File: config.mk
export PLATFORM = sky130hd
export DESIGN_NAME = varint_part_deframer_core
export DESIGN_NICKNAME = d
export VERILOG_FILES = /design/src/hw/rtl/vpd_pkg.sv /design/src/hw/rtl/varint_part_deframer_core.sv
export SDC_FILE = /design/constraint.sdc
export NUM_CORES = 1
export LEC_CHECK = 0
export BUFFER_PORTS_ARGS = -buffer_cell sky130_fd_sc_hd__buf_4
export CAP_MARGIN = 20
export CORE_UTILIZATION = 50
export DETAILED_ROUTE_END_ITERATION = 8
export PLACE_DENSITY = 0.76
export SETUP_SLACK_MARGIN = 0.3
export SYNTH_ARGS = -nofsm -noshare
export SYNTH_HDL_FRONTEND = slang
export SYNTH_SLANG_ARGS = --single-unit
File: constraint.sdc
create_clock -name clk -period 7.8 [get_ports clk]
set_clock_uncertainty 0.05 [all_clocks]
set_input_delay 1.56 -clock clk [delete_from_list [all_inputs] [get_ports clk]]
set_output_delay 1.56 -clock clk [all_outputs]
set_load 0.02 [all_outputs]
File: src/hw/rtl/vpd_pkg.sv
// Shared types and constants for the varint part deframer.
// Used by varint_part_deframer_core; depends on nothing.
package vpd_pkg;

  localparam int unsigned LENGTH_BITS = 32;

  localparam logic [2:0] KIND_MEDIA          = 3'd0;
  localparam logic [2:0] KIND_REDIRECT_RESET = 3'd1;
  localparam logic [2:0] KIND_REDIRECT_BYTE  = 3'd2;
  localparam logic [2:0] KIND_STATUS         = 3'd3;
  localparam logic [2:0] KIND_END            = 3'd4;

  localparam logic [31:0] TYPE_MEDIA    = 32'd21;
  localparam logic [31:0] TYPE_REDIRECT = 32'd43;
  localparam logic [31:0] TYPE_STATUS   = 32'd58;

  localparam logic [7:0] KEY_FIELD1_LEN = 8'h0a;
  localparam logic [3:0] PROTO_MAX_BYTES = 4'd10;

  localparam int unsigned QUEUE_DEPTH = 4;

  typedef enum logic [3:0] {
    PH_TYPE    = 4'b0001,
    PH_SIZE    = 4'b0010,
    PH_PAYLOAD = 4'b0100,
    PH_IGNORE  = 4'b1000
  } frame_phase_t;

  typedef enum logic [4:0] {
    IN_KEY    = 5'b00001,
    IN_VALUE  = 5'b00010,
    IN_LENGTH = 5'b00100,
    IN_BODY   = 5'b01000,
    IN_DONE   = 5'b10000
  } inner_phase_t;

  typedef struct packed {
    logic [2:0]  kind;
    logic [7:0]  data;
    logic [31:0] status;
    logic        comp;
    logic        last;
  } result_t;

endpackage

File: src/hw/rtl/varint_part_deframer_core.sv
// Varint part deframer: splits a byte-wise response into media, redirect
// and status parts. Depends on vpd_pkg.
//
// Usage:
//   Input channel (in_valid/in_ready): one request per response byte, with
//   data_byte and bytes_remaining (zero marks the last byte of a response).
//   Output channel (out_valid/out_ready): result requests carrying
//   result_kind, out_byte, status_value, complete and last_result.
//   Each byte yields zero, one or two results; last_result flags the last
//   result of a byte.
// Results of a byte are registered into the queue when the byte is accepted.
// Throughput: one byte per cycle while in_ready is high; the parse state is updated
//   by short logic in the cycle of acceptance and results go to a four-entry queue.
// Stall: in_ready drops while the queue holds three or more results, so a
//   stalled receiver backs up to the input once three results are waiting;
//   bytes that yield no result are still accepted until then.
// Reset: rst (synchronous, active high) empties the queue and returns the
//   parser to the start of a response, marked complete. The parser also
//   returns to that state after every last byte.
module varint_part_deframer_core
  import vpd_pkg::*;
(
  input  logic               clk,
  input  logic               rst,
  input  logic               in_valid,
  output logic               in_ready,
  input  logic [7:0]         data_byte,
  input  logic [31:0]        bytes_remaining,
  output logic               out_valid,
  input  logic               out_ready,
  output logic [2:0]         result_kind,
  output logic [7:0]         out_byte,
  output logic signed [31:0] status_value,
  output logic               complete,
  output logic               last_result
);

  frame_phase_t frame_phase, frame_phase_next;
  logic [31:0]  outer_value, outer_value_next;
  logic [2:0]   outer_left, outer_left_next;
  logic [2:0]   outer_len, outer_len_next;
  logic [31:0]  part_type, part_type_next;
  logic [31:0]  payload_left, payload_left_next;
  logic         past_first, past_first_next;
  inner_phase_t inner_phase, inner_phase_next;
  logic [63:0]  inner_value, inner_value_next;
  logic [3:0]   inner_count, inner_count_next;
  logic         key_one, key_one_next;
  logic [31:0]  skip_left, skip_left_next;
  logic         resp_ok, resp_ok_next;

  logic accept;
  assign accept = in_valid && in_ready;

  // prefix-length varint step
  logic [2:0]  o_first_len;
  logic        o_trunc, o_done;
  logic [31:0] o_value;
  logic [2:0]  o_left, o_len;
  logic [2:0]  o_pos;
  logic [3:0]  o_base;
  logic [5:0]  o_sh;

  always_comb begin
    priority if (data_byte < 8'd128) o_first_len = 3'd1;
    else if (data_byte < 8'd192) o_first_len = 3'd2;
    else if (data_byte < 8'd224) o_first_len = 3'd3;
    else if (data_byte < 8'd240) o_first_len = 3'd4;
    else o_first_len = 3'd5;
    o_pos  = outer_len - outer_left;
    o_base = (outer_len >= 3'd5) ? 4'd0 : 4'd8 - {1'b0, outer_len};
    o_sh   = 6'({2'b0, o_base} + {o_pos - 3'd1, 3'b000});
    o_trunc = 1'b0;
    o_value = outer_value;
    o_left  = outer_left;
    o_len   = outer_len;
    if (outer_left == 3'd0) begin
      if (32'(o_first_len - 3'd1) > bytes_remaining) begin
        o_trunc = 1'b1;
      end else begin
        o_len  = o_first_len;
        o_left = o_first_len - 3'd1;
        if (o_first_len == 3'd1) o_value = {24'd0, data_byte};
        else if (o_first_len == 3'd5) o_value = 32'd0;
        else o_value = {24'd0, data_byte & (8'hff >> o_first_len)};
      end
    end else begin
      o_value = outer_value | (32'(data_byte) << o_sh[4:0]);
      o_left  = outer_left - 3'd1;
    end
    o_done = !o_trunc && (o_left == 3'd0);
  end

  // protobuf varint step
  logic        p_fail, p_done;
  logic [63:0] p_value;
  logic [3:0]  p_count;
  logic [6:0]  p_sh;

  always_comb begin
    p_sh    = 7'(7 * inner_count);
    p_value = inner_value | (64'(data_byte[6:0]) << p_sh[5:0]);
    p_count = inner_count + 4'd1;
    p_fail  = 1'b0;
    p_done  = 1'b0;
    if (inner_count >= PROTO_MAX_BYTES) begin
      p_fail  = 1'b1;
      p_value = inner_value;
      p_count = inner_count;
    end else if (!data_byte[7]) begin
      p_done = 1'b1;
    end else if (p_count >= PROTO_MAX_BYTES) begin
      p_fail = 1'b1;
    end
  end

  logic        d_valid;
  logic [2:0]  d_kind;
  logic [7:0]  d_byte;
  logic [31:0] d_status;
  logic        e_valid, e_comp;
  logic [31:0] rem;
  logic        len_too_big;

  always_comb begin
    frame_phase_next  = frame_phase;
    outer_value_next  = outer_value;
    outer_left_next   = outer_left;
    outer_len_next    = outer_len;
    part_type_next    = part_type;
    payload_left_next = payload_left;
    past_first_next   = past_first;
    inner_phase_next  = inner_phase;
    inner_value_next  = inner_value;
    inner_count_next  = inner_count;
    key_one_next      = key_one;
    skip_left_next    = skip_left;
    resp_ok_next      = resp_ok;
    d_valid  = 1'b0;
    d_kind   = KIND_MEDIA;
    d_byte   = 8'd0;
    d_status = 32'd0;
    rem      = payload_left - 32'd1;
    if (LENGTH_BITS >= 32) len_too_big = 1'b0;
    else len_too_big = (64'(o_value) >> LENGTH_BITS) != 64'd0;

    unique case (frame_phase)
      PH_TYPE, PH_SIZE: begin
        outer_value_next = o_value;
        outer_left_next  = o_left;
        outer_len_next   = o_len;
        if (o_trunc) begin
          resp_ok_next     = 1'b0;
          frame_phase_next = PH_IGNORE;
          outer_left_next  = 3'd0;
        end else if (o_done) begin
          outer_value_next = 32'd0;
          if (frame_phase == PH_TYPE) begin
            part_type_next   = o_value;
            frame_phase_next = PH_SIZE;
          end else if (o_value > bytes_remaining || len_too_big) begin
            resp_ok_next     = 1'b0;
            frame_phase_next = PH_IGNORE;
          end else begin
            payload_left_next = o_value;
            past_first_next   = 1'b0;
            inner_phase_next  = IN_KEY;
            inner_value_next  = 64'd0;
            inner_count_next  = 4'd0;
            key_one_next      = 1'b0;
            skip_left_next    = 32'd0;
            if (part_type == TYPE_REDIRECT) begin
              d_valid = 1'b1;
              d_kind  = KIND_REDIRECT_RESET;
            end
            frame_phase_next = (o_value != 32'd0) ? PH_PAYLOAD : PH_TYPE;
          end
        end
      end
      PH_PAYLOAD: begin
        payload_left_next = rem;
        past_first_next   = 1'b1;
        if (part_type == TYPE_MEDIA) begin
          if (past_first) begin
            d_valid = 1'b1;
            d_kind  = KIND_MEDIA;
            d_byte  = data_byte;
          end
        end else if (part_type == TYPE_REDIRECT) begin
          unique case (inner_phase)
            IN_KEY: begin
              inner_value_next = 64'd0;
              inner_count_next = 4'd0;
              inner_phase_next = (data_byte == KEY_FIELD1_LEN) ? IN_LENGTH : IN_DONE;
            end
            IN_LENGTH: begin
              inner_value_next = p_value;
              inner_count_next = p_count;
              if (p_fail) begin
                inner_phase_next = IN_DONE;
              end else if (p_done) begin
                inner_value_next = 64'd0;
                inner_count_next = 4'd0;
                if (p_value == 64'd0 || p_value > 64'(rem)) begin
                  inner_phase_next = IN_DONE;
                end else begin
                  skip_left_next   = p_value[31:0];
                  inner_phase_next = IN_BODY;
                end
              end
            end
            IN_BODY: begin
              d_valid = 1'b1;
              d_kind  = KIND_REDIRECT_BYTE;
              d_byte  = data_byte;
              skip_left_next = skip_left - 32'd1;
              if (skip_left == 32'd1) inner_phase_next = IN_DONE;
            end
            default: ;
          endcase
        end else if (part_type == TYPE_STATUS) begin
          unique case (inner_phase)
            IN_KEY, IN_VALUE, IN_LENGTH: begin
              inner_value_next = p_value;
              inner_count_next = p_count;
              if (p_fail) begin
                inner_phase_next = IN_DONE;
              end else if (p_done) begin
                inner_value_next = 64'd0;
                inner_count_next = 4'd0;
                if (inner_phase == IN_KEY) begin
                  if (p_value[2:0] == 3'd0) begin
                    key_one_next     = (p_value[63:3] == 61'd1);
                    inner_phase_next = IN_VALUE;
                  end else if (p_value[2:0] == 3'd2) begin
                    inner_phase_next = IN_LENGTH;
                  end else begin
                    inner_phase_next = IN_DONE;
                  end
                end else if (inner_phase == IN_VALUE) begin
                  if (key_one) begin
                    d_valid  = 1'b1;
                    d_kind   = KIND_STATUS;
                    d_status = p_value[31:0];
                    inner_phase_next = IN_DONE;
                  end else begin
                    inner_phase_next = IN_KEY;
                  end
                end else begin
                  if (p_value > 64'(rem)) begin
                    inner_phase_next = IN_DONE;
                  end else if (p_value == 64'd0) begin
                    inner_phase_next = IN_KEY;
                  end else begin
                    skip_left_next   = p_value[31:0];
                    inner_phase_next = IN_BODY;
                  end
                end
              end
            end
            IN_BODY: begin
              skip_left_next = skip_left - 32'd1;
              if (skip_left == 32'd1) inner_phase_next = IN_KEY;
            end
            default: ;
          endcase
        end
        if (rem == 32'd0) frame_phase_next = PH_TYPE;
      end
      default: ;
    endcase

    e_valid = (bytes_remaining == 32'd0);
    e_comp  = resp_ok_next && (frame_phase_next == PH_TYPE) && (outer_left_next == 3'd0);
    if (e_valid) begin
      frame_phase_next  = PH_TYPE;
      outer_value_next  = 32'd0;
      outer_left_next   = 3'd0;
      outer_len_next    = 3'd0;
      part_type_next    = 32'd0;
      payload_left_next = 32'd0;
      past_first_next   = 1'b0;
      inner_phase_next  = IN_KEY;
      inner_value_next  = 64'd0;
      inner_count_next  = 4'd0;
      key_one_next      = 1'b0;
      skip_left_next    = 32'd0;
      resp_ok_next      = 1'b1;
    end
  end

  always_ff @(posedge clk) begin
    if (rst) begin
      frame_phase  <= PH_TYPE;
      outer_value  <= 32'd0;
      outer_left   <= 3'd0;
      outer_len    <= 3'd0;
      part_type    <= 32'd0;
      payload_left <= 32'd0;
      past_first   <= 1'b0;
      inner_phase  <= IN_KEY;
      inner_value  <= 64'd0;
      inner_count  <= 4'd0;
      key_one      <= 1'b0;
      skip_left    <= 32'd0;
      resp_ok      <= 1'b1;
    end else if (accept) begin
      frame_phase  <= frame_phase_next;
      outer_value  <= outer_value_next;
      outer_left   <= outer_left_next;
      outer_len    <= outer_len_next;
      part_type    <= part_type_next;
      payload_left <= payload_left_next;
      past_first   <= past_first_next;
      inner_phase  <= inner_phase_next;
      inner_value  <= inner_value_next;
      inner_count  <= inner_count_next;
      key_one      <= key_one_next;
      skip_left    <= skip_left_next;
      resp_ok      <= resp_ok_next;
    end
  end

  // result queue
  result_t    queue [QUEUE_DEPTH];
  logic [1:0] wr_ptr, rd_ptr;
  logic [2:0] count;
  result_t    r_data, r_end, w0, w1;
  logic [1:0] n_push;
  logic       pop;

  always_comb begin
    r_data = '{kind: d_kind, data: d_byte, status: d_status, comp: 1'b0, last: !e_valid};
    r_end  = '{kind: KIND_END, data: 8'd0, status: 32'd0, comp: e_comp, last: 1'b1};
    w0     = d_valid ? r_data : r_end;
    w1     = r_end;
    n_push = accept ? ({1'b0, d_valid} + {1'b0, e_valid}) : 2'd0;
  end

  assign in_ready  = (count <= 3'd2);
  assign out_valid = (count != 3'd0);
  assign pop       = out_valid && out_ready;

  always_ff @(posedge clk) begin
    if (rst) begin
      wr_ptr <= 2'd0;
      rd_ptr <= 2'd0;
      count  <= 3'd0;
    end else begin
      wr_ptr <= wr_ptr + n_push;
      if (pop) rd_ptr <= rd_ptr + 2'd1;
      count <= count + {1'b0, n_push} - {2'b0, pop};
    end
  end

  always_ff @(posedge clk) begin
    if (n_push != 2'd0) queue[wr_ptr] <= w0;
    if (n_push == 2'd2) queue[wr_ptr + 2'd1] <= w1;
  end

  assign result_kind  = queue[rd_ptr].kind;
  assign out_byte     = queue[rd_ptr].data;
  assign status_value = signed'(queue[rd_ptr].status);
  assign complete     = queue[rd_ptr].comp;
  assign last_result  = queue[rd_ptr].last;

  a_count_bound: assert property (@(posedge clk) disable iff (rst)
    count <= 3'(QUEUE_DEPTH))
    else $error("result queue overflow");

  a_end_restarts: assert property (@(posedge clk) disable iff (rst)
    accept && bytes_remaining == 32'd0 |=> frame_phase == PH_TYPE && resp_ok)
    else $error("parser not restarted after last byte");

  a_payload_nonzero: assert property (@(posedge clk) disable iff (rst)
    frame_phase == PH_PAYLOAD |-> payload_left != 32'd0)
    else $error("payload phase with no bytes left");

  a_push_visible: assert property (@(posedge clk) disable iff (rst)
    accept && bytes_remaining == 32'd0 |=> out_valid)
    else $error("end result missing");

endmodule
Yosys cells after proc, flatten, opt, wreduce, memory -nomap -nowiden
Memory sizes are Yosys's and may differ from the RTL's. A register that Yosys moved wholly into a read port is not among the register bits.
Cells that the tools add are included.
W data, S select, Z words.
Storage, ports and cells
  flip-flop bits (word level): 221
  RAM bits: 180
  input bits: 44
  memories: 1
Memories
  queue: words 4, bits a word 45, rd ports 1, clocked after Yosys merged registers in 1, write ports 2, RTL line varint_part_deframer_core.sv:325  | result_t queue [QUEUE_DEPTH];
Cells by class
  $add $sub $neg: 16
  multipliers: 1
  magnitude comparators: 11
  equality and inequality tests: 50
  shifts and indexed selects: 3
  muxes and demuxes: 200
  bitwise gates (word level): 3
  reductions and logical operators: 33
Operators with widths (count)
  $mux W32: 43
  $mux W64: 12
  $pmux W32 S2: 4
  $pmux W64 S2: 2
  $mux W5: 22
  $mux W4: 20
  $eq A32 B6 Y1 const B: 2
  $gt A32 B32 Y1: 2
  $gt A64 B32 Y1: 1
  $logic_not A32 Y1: 2
  $logic_not A64 Y1: 1
  $or A64 B64 Y64: 1
  $shl A7 B6 Y64: 1
  $sub A32 B1 Y32 const B: 2
  $eq A61 B1 Y1 const B: 1
  $mux W8: 7
  $mux W1: 53
  $mux W3: 15
  $mux W45: 1
  $ne A5 B5 Y1 const B: 9
  $ne A3 B3 Y1 const B: 11
  $eq A32 B1 Y1 const B: 1
  $eq A32 B5 Y1 const B: 1
  $lt A8 B8 Y1 const B: 4
  other kinds (64): 99

Depth between registers and ports, before layout
Gate-level depths: netlist of run 1.
  depth after elaboration: 22
  gate-level depth with buffers: 35
  mapped depth without buffers: 32

Worst setup path before layout of run 1
No wires, ideal clock.
  path kind: input port to flip-flop
  start: input port data_byte[7]
  end: memory queue[2][36] in the netlist's numbering
  setup time: 0.060 ns
  arrival: 8.246 ns
  path slack: -0.556 ns
  stages on the path: 32
  buffers on the path: 7
  path through: clkbuf_1 clkbuf_1 nand2_1 ha_1 ha_1 inv_1 ha_1 nand4_1 or4_4 o21ai_2 o21ai_1 clkbuf_1 clkbuf_1 a22oi_1 inv_1 ha_1 nand4_1 nor4_1 nand2_1 a22o_1 a31oi_1 and3_1 a31oi_1 nand2_1 ha_1 o21ai_0 or2_2 clkbuf_1 and2_1 clkbuf_1 clkbuf_1 a22o_1
RTL lines
  start: declaration: RTL line varint_part_deframer_core.sv:27  | input logic [7:0] data_byte,
  end: declaration: RTL line varint_part_deframer_core.sv:325

==> metrics.txt, run 1 <==
highest routed metal layer=met4; Avg Inst Size Synth=8.08 um2; NetSw=0.00341 W; Slew Viols, Final=0; met2 WL post-DR=34700 um; dpl ws=3.86 ps; Die ar.=46000 um2; Worst-path clk slew=60 ps; 1st-iter DRT viols=2641; Post-synth EDFFs=4; P per Cell Area=309 nW/um2; Clk pwr share=26.9%; DRT Wirelength=75400 um; Final TNS setup=0 ps; Worst Path Arrival=7600 ps; Worst R2R Setup Slack=750 ps; synthesized area=22600 um2; CP Launch Type=input pin; unique cell type count in the Yosys netlist=88; crit end category=flip-flop; via count=22.3k; Reg2Reg Capture Point=queue[2][40]; Skew-Pair Late Insertion Delay=590 ps; share of layout cells above drive strength 1=14.0%; dpl cell area=24500 um2; initial core utilization=50.9%; WL met1=31900 um; worst path required time=8220 ps; CP peak stage delay=420 ps; max-cap viol count=0; Final setup violation count=0; Overall Global Routing Usage=31.8%; post-DP HPWL=54400 um; Top-Level Pins=91; Setup WS post-layout=619 ps; sequential area share after synthesis=35.9%; clock root cell=clkbuf_16; area grow syn2layout=15.8%; grt total ovfl=0; global-route wire length before repair=118000 um; outcome=completed; Layout Utilization=58.9%; top_reg_cell synth=dfxtp_1; most frequent cell after synthesis=dfxtp_1; wire length on met3=6210 um; antenna violations before repair=1; CTS tree=yes; WP buf/inv=7; vias per inst=6.35; synth top area cells=dfxtp_1 (35%), ha_1 (5.8%), nand2_1 (5.5%); Slew headroom=22.6%; Rows=77; Crit. path cell count=31; critical path class=input pin to flip-flop; worst flop-to-flop path startpoint=outer_len[1]; Synth async-reset ratio=0%; DIE WIDTH=215 um; Num CTS Buffers=43; DRC=0; Min-Delay Path Depth=2; I/O Buffers=90; Slew @ Worst Pin=1150 ps; Core Region=44400 um2; #FFs+latches synth=403; hold path start=queue[1][5]; vias in the first global route=21.2k; Total Nets Final=3038; FMAX=0.139 GHz; sequential power share=27.4%; Internal Power=0.00467 W; Final Hold Fails=0; die height=215 um; largest net degree at the start of global routing=106; min Tclk post-route=7180 ps; Worst Hold Class=flip-flop to flip-flop; hold slack=402 ps; share of Yosys cell area claimed by the top area cell type=35.4%; Lkg Pwr=10.6 nW; clock sink count=403; RSZ-0062 raised after global routing=no; Detail Route Antenna Nets=0; Switching Share=42.2%; DR WL/cell=21.5 um; Synth top cells by count=dfxtp_1 (399), nand2_1 (332), nor2_1 (294); synth warn=0; CP max stage cell=or4_4; Final Wtd Congestion=0.974; Final period util=92.1%; reg2reg path depth=24; number of H-tree levels=2; cell count after synthesis=2795; Peak VDD IR=0.250 mV; largest area contributor in the netlist=dfxtp_1; Comb pwr share=45.7%; TritonRoute pass-1 iters=7; CP top delay family=simple AND/OR/NAND/NOR gates; crit-path max FO=19; post-route cell area=26100 um2; Worst Hold End=queue[1][5]; hold buffers post-CTS=0; Max clock buf depth=3
state kept, by name (all words and copies together), names as in the netlist, named ones only:
name	cells
part_type	32
frame_phase	4
outer_left	3
wr_ptr	2
payload_left	32
inner_count	4
resp_ok	1
outer_len	3
inner_value	64
skip_left	32
past_first	1
inner_phase	5
queue	180
count	3
outer_value	32
key_one	1
rd_ptr	2
how the worst max path moves through the flow:
stage / startpoint / endpoint / slack [ps]
after floorplan: data_byte[5] / queue[2][36] / 320
after global placement: data_byte[5] / queue[0][39] / 190
after detailed placement: data_byte[5] / queue[0][10] / 4
after CTS: data_byte[5] / queue[0][10] / 540
after global routing: data_byte[5] / queue[2][40] / 280
final: data_byte[5] / queue[2][40] / 620
cells by family after synthesis:
group / after synthesis / share of synthesized area, %
simple gates: 1039 / 21.7
compound gates: 800 / 22.3
flops: 403 / 35.9
buf+inv: 298 / 4.99
fa+ha+maj: 109 / 6.20
mux: 82 / 6.45
xor+xnor: 63 / 2.44
other cells: 1 / 0.0166
power groups by stage:
stage,Clock [W],Combinational (W),Sequential [W]
2_1_floorplan,0,0.00231,0.00222
3_3_place_gp,0,0.00351,0.00225
3_5_place_dp,0,0.00354,0.00226
4_1_cts,0.00219,0.00357,0.00221
5_1_grt,0.00228,0.00393,0.00222
6_report,0.00218,0.00369,0.00221
metrics by stage:
stage / total power, W / cells
6_report: 0.00808 / 3512
5_1_grt: 0.00842 / 3511
4_1_cts: 0.00797 / 3506
3_5_place_dp: 0.00580 / 3427
3_3_place_gp: 0.00576 / 3427
2_1_floorplan: 0.00453 / 2801
repair_timing:
item | in CTS | in global routing
setup endpoints to repair | 0 | 137
buffers inserted | 0 | 2
resized for setup | 0 | 11
per-layer routing:
metal	global-route usage [%]	vias to the layer above
met5	0	-
met4	11.7	0
met3	4.48	163
met2	51.0	1079
met1	43.4	10700
li1	-	10300
final cells by class:
class                      instances  area (um2)
sequential                       403        8110
clock inverter                    20         279
fill                            3854       18300
inverter                         121         454
clock buffer                      59        1220
timing repair buffer             216        1810
antenna                            1        2.50
tap                              592         741
multi-input combinational       2100       13500
cell usage in the layout (no fill, tap or decap), drive strengths merged, types with 27 or more instances in the layout:
| cell | Yosys | routed |
|---|---|---|
| a21oi | 226 | 226 |
| a22o | 46 | 46 |
| a22oi | 48 | 48 |
| buf | 11 | 215 |
| clkbuf | 166 | 60 |
| dfxtp | 399 | 399 |
| ha | 104 | 104 |
| inv | 120 | 123 |
| mux4 | 50 | 50 |
| nand2 | 332 | 332 |
| nand2b | 44 | 44 |
| nand3 | 72 | 72 |
| nand4 | 27 | 27 |
| nor2 | 294 | 294 |
| nor3 | 79 | 79 |
| nor4 | 49 | 49 |
| o2111ai | 43 | 43 |
| o21ai | 241 | 241 |
| xnor2 | 42 | 42 |
tightest hold or removal path, cell delays in order (launching register included):
cell and delay, ps:
dfxtp_1 320, nand2_1 50, o21ai_0 50
Power figures use the tool's default switching activity.
==> run 2: changes to the inputs <==
- PLACE_DENSITY: 0.76 -> 0.74
- clock period: 7.8 -> 7 ns (I/O delays scaled with it)
==> run 2 against run 1 <==
Design area increased by 6.7%. Non-clock buffer count increased by 142. Routed wire length increased by 5.7%. Largest cell class unchanged.
==> metrics.txt, run 2 (synthesized netlist as in run 1, its figures left out) <==
outcome=completed; Antenna diodes=0 (-1); Max clock buf depth=3 (unchanged); Worst R2R Setup Slack=350 ps (-400 ps); max-cap viol count=0 (unchanged); Skew-Pair Late Insertion Delay=590 ps (about the same); via count=23.4k (+5.2%); Core Region=44400 um2 (unchanged); initial core utilization=50.9% (unchanged); largest net degree at the start of global routing=81 (-24%); Layout Utilization=62.8% (+3.9 points); Worst-path clk slew=70 ps (about the same); Die ar.=46000 um2 (unchanged); 1st-iter DRT viols=3125 (+18%); reg2reg path depth=30 (+25%); CTS tree=yes; Detail Route Antenna Nets=0 (unchanged); Worst Hold End=queue[1][16]; Final Wtd Congestion=1.05 (+7.5%); Slew Viols, Final=0 (unchanged); vias per inst=6.42 (+1.1%); Overall Global Routing Usage=32.4% (+0.64 points); NetSw=0.00387 W (+14%); commonest non-fill, non-tap cell in the layout=dfxtp_1; P per Cell Area=331 nW/um2 (+7.2%); Reg2Reg Capture Point=queue[0][43]; Slew @ Worst Pin=1000 ps (-148 ps); share of layout cells above drive strength 1=20.3% (+6.3 points); Clk pwr share=25.6% (-1.3 points); top flop regs=queue (180), inner_value (64); number of flip-flops under the largest register name=180 (unchanged); GRT Max-Usage Layer=met2; DRT Wirelength=79700 um (+5.7%); number of H-tree levels=2 (unchanged); grt total ovfl=0 (unchanged); DRC=0 (unchanged); global-route wire length before repair=120000 um (+2.1%); most frequent cells in the layout=dfxtp_1 (395), buf_4 (313), nand2_1 (305); antenna violations before repair=0 (-1); Worst Path Arrival=7100 ps (-500 ps); Lkg Pwr=11.4 nW (+8.0%); crit-path max FO=9 (-10); min Tclk post-route=6730 ps; Internal Power=0.00536 W (+15%); vias in the first global route=21.9k (+3.6%); Rows=77 (unchanged); Total Nets Final=3180 (+4.7%); worst flop-to-flop path startpoint=outer_len[0]; hold path start=queue[1][16]; Worst Hold Class=flip-flop to flip-flop; Peak VDD IR=0.203 mV (-19%); Slew headroom=32.7% (+10 points); Comb pwr share=47.7% (+2.0 points); met2 Use GR=52.5% (+1.5 points); Switching Share=41.9% (-0.27 points); Top-Level Pins=91 (unchanged); Num CTS Buffers=43 (unchanged); RSZ-0062 raised after global routing=yes; DIE WIDTH=215 um (unchanged); post-route cell area=27900 um2 (+6.7%); TritonRoute pass-1 iters=6 (-1); sequential power share=26.8% (-0.6 points); grt met3 use=4.79% (+0.31 points); Layout Cells excl Fill=3653 (+4.0%); area grow syn2layout=23.5%; die height=215 um (unchanged); critical path class=input pin to flip-flop; post-DP HPWL=56000 um (+2.9%); dpl ws=-515 ps (-519 ps); CP peak stage delay=500 ps (+80 ps); Min-Delay Path Depth=2 (unchanged); clock sink count=403 (unchanged); Final Hold Fails=0 (unchanged); FMAX=0.149 GHz; clock root cell=clkbuf_16; Biggest register=queue; met1 GRT Util=43.2% (-0.17 points); I/O Buffers=90 (unchanged); DR WL/cell=21.8 um (+1.6%); dpl cell area=25700 um2 (+4.7%); worst path required time=7370 ps (-850 ps); Final setup violation count=0 (unchanged); Setup WS post-layout=270 ps (-349 ps); cell count after placement=3541 (+3.3%); Final period util=96.1%; CP Launch Type=input pin; crit end category=flip-flop; CP max stage cell=or4_4
-- run 2: layer usage --
layer  up-vias  wire [um]  share of wire [%]
li1      10600          -                  -
met1     11300      32600                 41
met2      1277      36900                 46
met3       246       6940                8.7
met4         0       3230                4.1
met5         -          0                  0
-- run 2: worst max path at each step --
| stage | start | to | slack (ps) |
|---|---|---|---|
| finish | bytes_remaining[15] | queue[0][43] | 270 |
| global route | bytes_remaining[15] | queue[0][43] | 50 |
| CTS | data_byte[6] | queue[2][21] | 310 |
| detailed placement | data_byte[5] | queue[0][25] | -520 |
| global placement | data_byte[5] | count[1] | -290 |
| floorplan | data_byte[6] | count[1] | -150 |
-- run 2: power by group through the flow --
stage / clock network, W / registers [W] / logic (W)
finish: 0.00236 / 0.00247 / 0.00440
global route: 0.00247 / 0.00248 / 0.00470
CTS: 0.00238 / 0.00247 / 0.00414
detailed placement: 0 / 0.00252 / 0.00409
global placement: 0 / 0.00251 / 0.00405
floorplan: 0 / 0.00248 / 0.00260
-- run 2: worst max-delay path: cells and delay by family --
family / cells / cell delay [ps]
buffers and inverters: 8 / 1080
and+or+nand+nor: 8 / 2260
adders and majority gates: 3 / 710
AOI/OAI and AO/OA: 10 / 1630
-- run 2: per-stage QoR --
step | power [W] | setup TNS, ps | hold slack [ps]
floorplan | 0.00508 | -3880 | 369
global placement | 0.00656 | -38650 | 378
detailed placement | 0.00661 | -75060 | 387
CTS | 0.00898 | 0 | 397
global route | 0.00965 | 0 | 416
finish | 0.00924 | 0 | 395
-- run 2: layout make-up --
class | instances | area [um2]
Clock buffer | 61 | 1200
Clock inverter | 18 | 250
Fill cell | 3754 | 16500
Inverter | 121 | 467
Multi-Input combinational cell | 2100 | 14000
Sequential cell | 403 | 8110
Tap cell | 592 | 741
Timing Repair Buffer | 358 | 3160
-- run 2: timing repair --
item / CTS / global route
cloned: 0 / 10
resized for setup: 4 / 121
setup endpoints to repair: 181 / 217
setup buffers: 3 / 20
pin swaps: 3 / 58
hold buffers: 0 / 0
